$ cat src/sv/cpsq_pkg.sv
`default_nettype none
package cpsq_pkg;
  localparam logic [1:0] REQ_CLEAR  = 2'd0;
  localparam logic [1:0] REQ_APPEND = 2'd1;
  localparam logic [1:0] REQ_QUERY  = 2'd2;
  localparam logic [1:0] REQ_UNUSED = 2'd3;

  localparam logic [1:0] ST_OK    = 2'd0;
  localparam logic [1:0] ST_EMPTY = 2'd1;
  localparam logic [1:0] ST_FULL  = 2'd2;

  // Datapath commands issued by the controller and by the top module
  typedef enum logic [3:0] {
    CMD_NONE,
    CMD_CLEAR,
    CMD_APPEND,
    CMD_SCAN_START,
    CMD_SCAN_STEP,
    CMD_FETCH,
    CMD_DIFF,
    CMD_DOT,
    CMD_SQRT_START,
    CMD_SQRT_STEP,
    CMD_CROSS,
    CMD_CROSS_HI,
    CMD_DECIDE,
    CMD_RESULT_ZERO
  } cmd_t;

  typedef struct packed {
    logic full;
    logic empty;
    logic scan_done;
    logic fetch_done;
    logic sqrt_done;
  } dp_status_t;

  typedef struct packed {
    logic [1:0]         status;
    logic [5:0]         support_index;
    logic signed [31:0] support_x;
    logic signed [31:0] support_y;
    logic signed [31:0] edge_a_x;
    logic signed [31:0] edge_a_y;
    logic signed [31:0] edge_b_x;
    logic signed [31:0] edge_b_y;
  } result_t;

  typedef struct packed {
    logic [1:0]         req_type;
    logic signed [31:0] vertex_x;
    logic signed [31:0] vertex_y;
    logic signed [15:0] dir_x;
    logic signed [15:0] dir_y;
  } request_t;
endpackage
`default_nettype wire

$ cat src/sv/cpsq_ctrl.sv
`default_nettype none
module cpsq_ctrl (
  input  wire                       clk,
  input  wire                       rst,
  input  wire                       in_valid,
  output logic                      in_ready,
  input  wire [1:0]                 req_type,
  output logic                      out_valid,
  input  wire                       out_ready,
  input  wire cpsq_pkg::dp_status_t stat,
  output cpsq_pkg::cmd_t            cmd
);
  import cpsq_pkg::*;
  typedef enum logic [3:0] {
    S_IDLE, S_SCAN, S_FETCH, S_DIFF, S_DOT, S_SQ0, S_SQ, S_CROSS, S_CROSS2, S_DEC, S_OUT
  } state_t;
  state_t state;
  logic [1:0] rq;

  assign in_ready = (state == S_IDLE);

  // Command decode
  always_comb begin
    cmd = CMD_NONE;
    case (state)
      S_IDLE: cmd = CMD_NONE;
      S_SCAN: cmd = CMD_SCAN_STEP;
      S_FETCH: cmd = CMD_FETCH;
      S_DIFF: cmd = CMD_DIFF;
      S_DOT: cmd = CMD_DOT;
      S_SQ0: cmd = CMD_SQRT_START;
      S_SQ: cmd = CMD_SQRT_STEP;
      S_CROSS: cmd = CMD_CROSS;
      S_CROSS2: cmd = CMD_CROSS_HI;
      S_DEC: cmd = CMD_DECIDE;
      default: cmd = CMD_NONE;
    endcase
    if (state == S_IDLE && in_valid) begin
      if (req_type == REQ_QUERY && !stat.empty) cmd = CMD_SCAN_START;
      else cmd = CMD_RESULT_ZERO;
    end
    if (state == S_OUT && rq != REQ_UNUSED) begin
      // zero result for bookkeeping requests was set in idle
      cmd = CMD_NONE;
    end
  end

  // State register; the datapath sees req live, so bookkeeping updates
  // happen through a second command in the output state
  always_ff @(posedge clk) begin
    if (rst) begin
      state <= S_IDLE;
      out_valid <= 1'b0;
      rq <= '0;
    end else begin
      case (state)
        S_IDLE: if (in_valid) begin
          rq <= req_type;
          if (req_type == REQ_QUERY && !stat.empty) state <= S_SCAN;
          else begin
            state <= S_OUT;
            out_valid <= 1'b1;
          end
        end
        S_SCAN: if (stat.scan_done) state <= S_FETCH;
        S_FETCH: if (stat.fetch_done) state <= S_DIFF;
        S_DIFF: state <= S_DOT;
        S_DOT: state <= S_SQ0;
        S_SQ0: state <= S_SQ;
        S_SQ: if (stat.sqrt_done) state <= S_CROSS;
        S_CROSS: state <= S_CROSS2;
        S_CROSS2: state <= S_DEC;
        S_DEC: begin
          state <= S_OUT;
          out_valid <= 1'b1;
        end
        S_OUT: if (out_ready) begin
          state <= S_IDLE;
          out_valid <= 1'b0;
        end
        default: state <= S_IDLE;
      endcase
    end
  end
endmodule
`default_nettype wire

$ cat config.mk
export PLATFORM = sky130hd
export DESIGN_NAME = cpsq_ctrl
export DESIGN_NICKNAME = d
export VERILOG_FILES = /design/src/sv/cpsq_pkg.sv /design/src/sv/cpsq_ctrl.sv
export SDC_FILE = /design/constraint.sdc
export NUM_CORES = 1
export LEC_CHECK = 0
export BUFFER_PORTS_ARGS = -buffer_cell sky130_fd_sc_hd__clkbuf_2
export CAP_MARGIN = 40
export CORE_ASPECT_RATIO = 1.25
export CORE_MARGIN = 2
export CORE_UTILIZATION = 40
export DETAILED_ROUTE_END_ITERATION = 10
export MAX_ROUTING_LAYER = met4
export PLACE_DENSITY = 0.63
export REMOVE_ABC_BUFFERS = 1
export SYNTH_ARGS = -nofsm -noshare
export SYNTH_HDL_FRONTEND = slang
export SYNTH_SLANG_ARGS = --single-unit
$ cat constraint.sdc
create_clock -name clk -period 2.4 [get_ports clk]
set_input_delay 0.12 -clock clk [delete_from_list [all_inputs] [get_ports clk]]
set_output_delay 0.12 -clock clk [all_outputs]
set_load 0.05 [all_outputs]
# Word-level counts from Yosys, hierarchy flattened
# Memory sizes are Yosys's and may differ from the RTL's. A register that Yosys moved wholly into a read port is not among the register bits.
# Cells that the tools add are included.
[totals] output_inout_bits=6 reg_bits=7 romBits=64 elab_cells=47 n_memories=1
[mem_list] name="(name not given)" words=16 word_bits=4 rd=1 rd_clocked_by_memory_dff=1 write_ports=0 line_no="cpsq_ctrl.sv:25" text="case (state)"
[classes] eq_ne=18 n_reduce_logical=9 mux=16
[ops] op="2-to-1 mux 4 bit" count=11
[ops] op="case mux 4 bit (11 select lines)" count=1
[ops] op="equality test 4 x 3 -> 1 bit (second input constant)" count=4
[ops] op="!= test 2 bit (second input constant)" count=7
[ops] op="equality test 4 bit (second input constant)" count=3
[ops] op="equality test 4 x 2 -> 1 bit (second input constant)" count=2
[ops] op="AND reduction 5 bit" count=1
[ops] op="equality test 4 x 1 -> 1 bit (second input constant)" count=1
[ops] op="zero test 4 bit" count=1
[ops] op="AND reduction 4 bit" count=1
[ops] op="logical AND 1 bit" count=3
[ops] op="2-to-1 mux 1 bit" count=3
[ops] op="case mux 1 bit (3 select lines)" count=1
[ops] op="nonzero test 3 bit" count=1
[ops] op="equality test 2 bit (second input constant)" count=1
[ops] op="AND reduction 2 bit" count=1
[ops] op="zero test 1 bit" count=1

# Longest topological paths before layout
[logic_depth] word_depth=7 mapped_depth=10 mapped_depth_nobuf=9

# Worst setup path after synthesis
# No wires, ideal clock.
[synth_path] path_kind="flip-flop to output port" from="reg state[2]" to="out cmd[0]" arrival_ns=3.421 path_stages_with_launch=6 setup_slack_ns=-1.141 path_cell_list="dfxtp_1 > buf_6 > or2_4 > nor3_1 > nand2_1 > a21boi_0"
[synth_via] elab_chain_cells=4 elab_cells_between_ends=6
[synth_rtl] element="start: declaration" line_no="cpsq_ctrl.sv:17" text="state_t state;"
[synth_rtl] element="start signal: assignment" line_no="cpsq_ctrl.sv:52" text="state <= S_IDLE;"
[synth_rtl] element="start signal: assignment" line_no="cpsq_ctrl.sv:59" text="if (req_type == REQ_QUERY && !stat.empty) state <= S_SCAN;"
[synth_rtl] element="start signal: assignment" line_no="cpsq_ctrl.sv:61" text="state <= S_OUT;"
[synth_rtl] element="zero test 4 bit"
[synth_rtl] element="named net in_ready" line_no="cpsq_ctrl.sv:6" text="output logic in_ready,"
[synth_rtl] element="logical AND 1 bit" line_no="cpsq_ctrl.sv:38" text="if (state == S_IDLE && in_valid) begin"
[synth_rtl] element="2-to-1 mux 4 bit" line_no="cpsq_ctrl.sv:38"
[synth_rtl] element="2-to-1 mux 4 bit" line_no="cpsq_ctrl.sv:42" text="if (state == S_OUT && rq != REQ_UNUSED) begin"
[synth_rtl] element="end: declaration" line_no="cpsq_ctrl.sv:11" text="output cpsq_pkg::cmd_t cmd"
# The timed path passes the listed nets, and every way through them passes these cells.

==> impl_metrics.csv <==
group,metric,value,unit
run_status,status,"complete, no violations",
clock_network,root_buffer,"clkbuf_4",
clock_network,ctsHoldBuffers,0,
clock_network,insertion_delay,0.26,ns
clock_network,cts-buffers-inserted,3,
floorplanning,die_y,54.8,um
grt,antenna_found_initial,0,
route,avgRoutedWirePerCell,12.7,um
hold_path,min_path_type,"in2reg",
place,hpwl,1.33,mm
critical_path,crit_family,"simple AND/OR/NAND/NOR gates",
layout,final_area,958,um^2
synthesis,ys_ff_latch,11,
timing,rsz0062_at_grt,"false",
layout,diodes,0,
synthesis,synth-seq-area-share,26.7,%
timing,slew_headroom,71.2,%
power,power.density,1470,mW/mm^2
timing,clock.fmax,443,MHz
floorplanning,core,0.00196,mm^2
grt,grt_pass1_vias,676,
clock_network,cts_tree,"yes",
critical_path,cpPeakStageDelay,0.48,ns
route,maxUsedRoutingLayer,"met4",
floorplanning,rows,18,
timing,fin_tns_setup,0,ns
layout,fill_cells,198,
critical_path,path_class,"reg2reg",
floorplanning,start_util,42.1,%
place,pre_cts_slack,0.0536,ns
synthesis,syn_avg_cell_area,9.06,um^2
timing,finalSetupViolations,0,
layout,layout_common_cells,"clkbuf_2 (15), dfxtp_1 (10), nor2_1 (8), inv_1 (8)",
route,via_count,718,
synthesis,ys_warn_count,0,
layout,finalNonFillerCells,132,
timing,hold_ws,0.112,ns
clock_network,htree_levels,1,
timing,fin_ws,0.143,ns
power,power.total,1.41,mW
floorplanning,die-area,0.00244,mm^2
synthesis,synth_xor_area_share,1.06,%
place,place.gp.congestion,0.758,
place,port_buffers,15,
place,placed_area,928,um^2
critical_path,end_kind,"flop",
route,wl_met1,710,um
layout,utilization,48.9,%
clock_network,clk_pin_slew,0.08,ns
power,p_leak,0.468,nW
critical_path,crit_chain,"or2_4, or4b_4, buf_4, a31o_2, nand2b_1, ha_1, mux2i_1, mux2_4",
synthesis,synthAdderAreaFrac,7.59,%
floorplanning,die-width,44.6,um
route,drc_errors,0,
synthesis,synth_mux_area_share,13.1,%
route,dr.pass1.iters,4,
synthesis,ys_types,41,
timing,period_share,94.0,%
layout,layout_commonest_cell,"clkbuf_2",
layout,fin_nets,129,
clock_network,clkSinkCount,11,
layout,area_growth,16.2,%
route,postRouteAntennaNets,0,
synthesis,synth_compound_area_share,19.1,%
synthesis,synthCells,91,
timing,tightestPinTransition,0.430,ns
critical_path,slowest_stage,"or4b_4",
timing,finClkSkew,0.0139,ns
clock_network,clockBufferDepth,2,
route,via_per_inst,5.44,
critical_path,crit_required,2.54,ns
grt,grt_pass1_wl,2.89,mm
critical_path,path_buf_inv,1,
timing,slew_viol_final,0,
critical_path,critPathLaunchType,"flop",
timing,hold_viol_final,0,
route,wl,1.68,mm
route,routed-wl-met2,881,um
route,drtIter0Drc,16,
grt,grt_max_degree,13,
power,peakVddDrop,569,uV
place,dp.cells,128,
synthesis,yosys.area_share.simple,22.9,%
route,dr_wl_met3,76,um
timing,fin_crit,2.26,ns
flow_run,cap_viol_max_count,0,
grt,grt_usage,16.4,%
floorplanning,io_pins,17,
synthesis,synth_top_family_by_area,"simple AND/OR/NAND/NOR gates",
critical_path,crit_path_max_fanout,8,
synthesis,syn-cell-area,825,um^2
layout,layout-drive-gt1-share,34.8,%
critical_path,arrival,2.40,ns
grt,grt_overflow_total,0,
per-layer routing:
layer  vias up  global-route usage [%]
met5         -                       -
met4         0                    5.05
met3         2                    3.30
met2        16                    28.7
met1       338                    18.7
li1        362                       -
synth_stat cells:
| cell type | n | area (um^2) |
|---|---|---|
| a31oi_1 | 1 | 6.26 |
| nor3_1 | 3 | 15.0 |
| nor3b_1 | 1 | 7.51 |
| ha_1 | 5 | 62.6 |
| nand3b_1 | 1 | 7.51 |
| o41ai_1 | 1 | 8.76 |
| xor2_1 | 1 | 8.76 |
| nor2_1 | 8 | 30.0 |
| a21oi_1 | 4 | 20.0 |
| and3b_1 | 1 | 8.76 |
| or2_4 | 1 | 8.76 |
| clkbuf_8 | 1 | 13.8 |
| or2b_2 | 1 | 8.76 |
| inv_1 | 8 | 30.0 |
| a31o_2 | 1 | 8.76 |
| o31a_2 | 1 | 10.0 |
| a21o_1 | 1 | 7.51 |
| a32oi_4 | 1 | 27.5 |
| nand4b_1 | 1 | 8.76 |
| buf_6 | 2 | 22.5 |
| or2_2 | 1 | 6.26 |
| o311a_1 | 1 | 10.0 |
| o21a_1 | 1 | 7.51 |
| a211oi_1 | 1 | 7.51 |
| mux2_2 | 2 | 22.5 |
| a31oi_2 | 1 | 12.5 |
| clkbuf_1 | 1 | 3.75 |
| nand2b_1 | 1 | 6.26 |
| nand2_1 | 6 | 22.5 |
| or3_1 | 2 | 12.5 |
| or4b_4 | 1 | 13.8 |
| o21ai_0 | 2 | 10.0 |
| mux2i_1 | 7 | 70.1 |
| o22ai_1 | 1 | 6.26 |
| nor2b_1 | 2 | 12.5 |
| or3_2 | 1 | 7.51 |
| dfxtp_1 | 11 | 220 |
| mux2_4 | 1 | 15.0 |
| nor3b_2 | 1 | 12.5 |
| dlygate4sd1_1 | 1 | 8.76 |
| a21boi_0 | 2 | 15.0 |
area by class of cell:
class / instances / area (um^2) / area share (%)
timing repair buffer: 22 / 128 / 13.3
tap: 20 / 25.0 / 2.61
inverter: 8 / 30.0 / 3.13
sequential: 11 / 221 / 23.1
multi-input combinational: 67 / 528 / 55.1
clock buffer: 4 / 26.3 / 2.74
where the power goes:
group | total [mW] | switching [mW] | leakage, nW | internal (mW)
logic | 0.987 | 0.578 | 0.362 | 0.409
registers | 0.302 | 0.0516 | 0.0911 | 0.251
clock network | 0.124 | 0.0597 | 0.0150 | 0.0641
logic make-up after synthesis:
family	count (synthesis)
adder cells (fa/ha/maj)	5
buffers and inverters	13
XOR/XNOR	1
AO/OA/AOI/OAI	19
AND/OR/NAND/NOR	32
flip-flops	11
multiplexers	10
worst reg2reg max path, delay by kind of cell, from the launching register on:
family                   cells  cell delay, ns
AO/OA/AOI/OAI                1            0.23
adder cells (fa/ha/maj)      1            0.18
buffers and inverters        1            0.16
flip-flops                   1            0.36
multiplexers                 2            0.32
AND/OR/NAND/NOR              3            0.88
worst paths after layout:
| check | startpoint | to | slack (ns) | cells after the start |
|---|---|---|---|---|
| max reg2reg | state[1] | flop | 0.14 | 8 |
| max | state[1] | flop | 0.14 | 8 |
| min | req_type[1] | rq[1] | 0.11 | 3 |
| min reg2reg | rq[1] | rq[1] | 0.50 | 2 |
timing repair:
action                                  in CTS  in global routing
gates resized for setup                      0                  3
setup buffers                                0                  0
endpoints found under the setup margin       0                  5
Power figures use the tool's default switching activity.
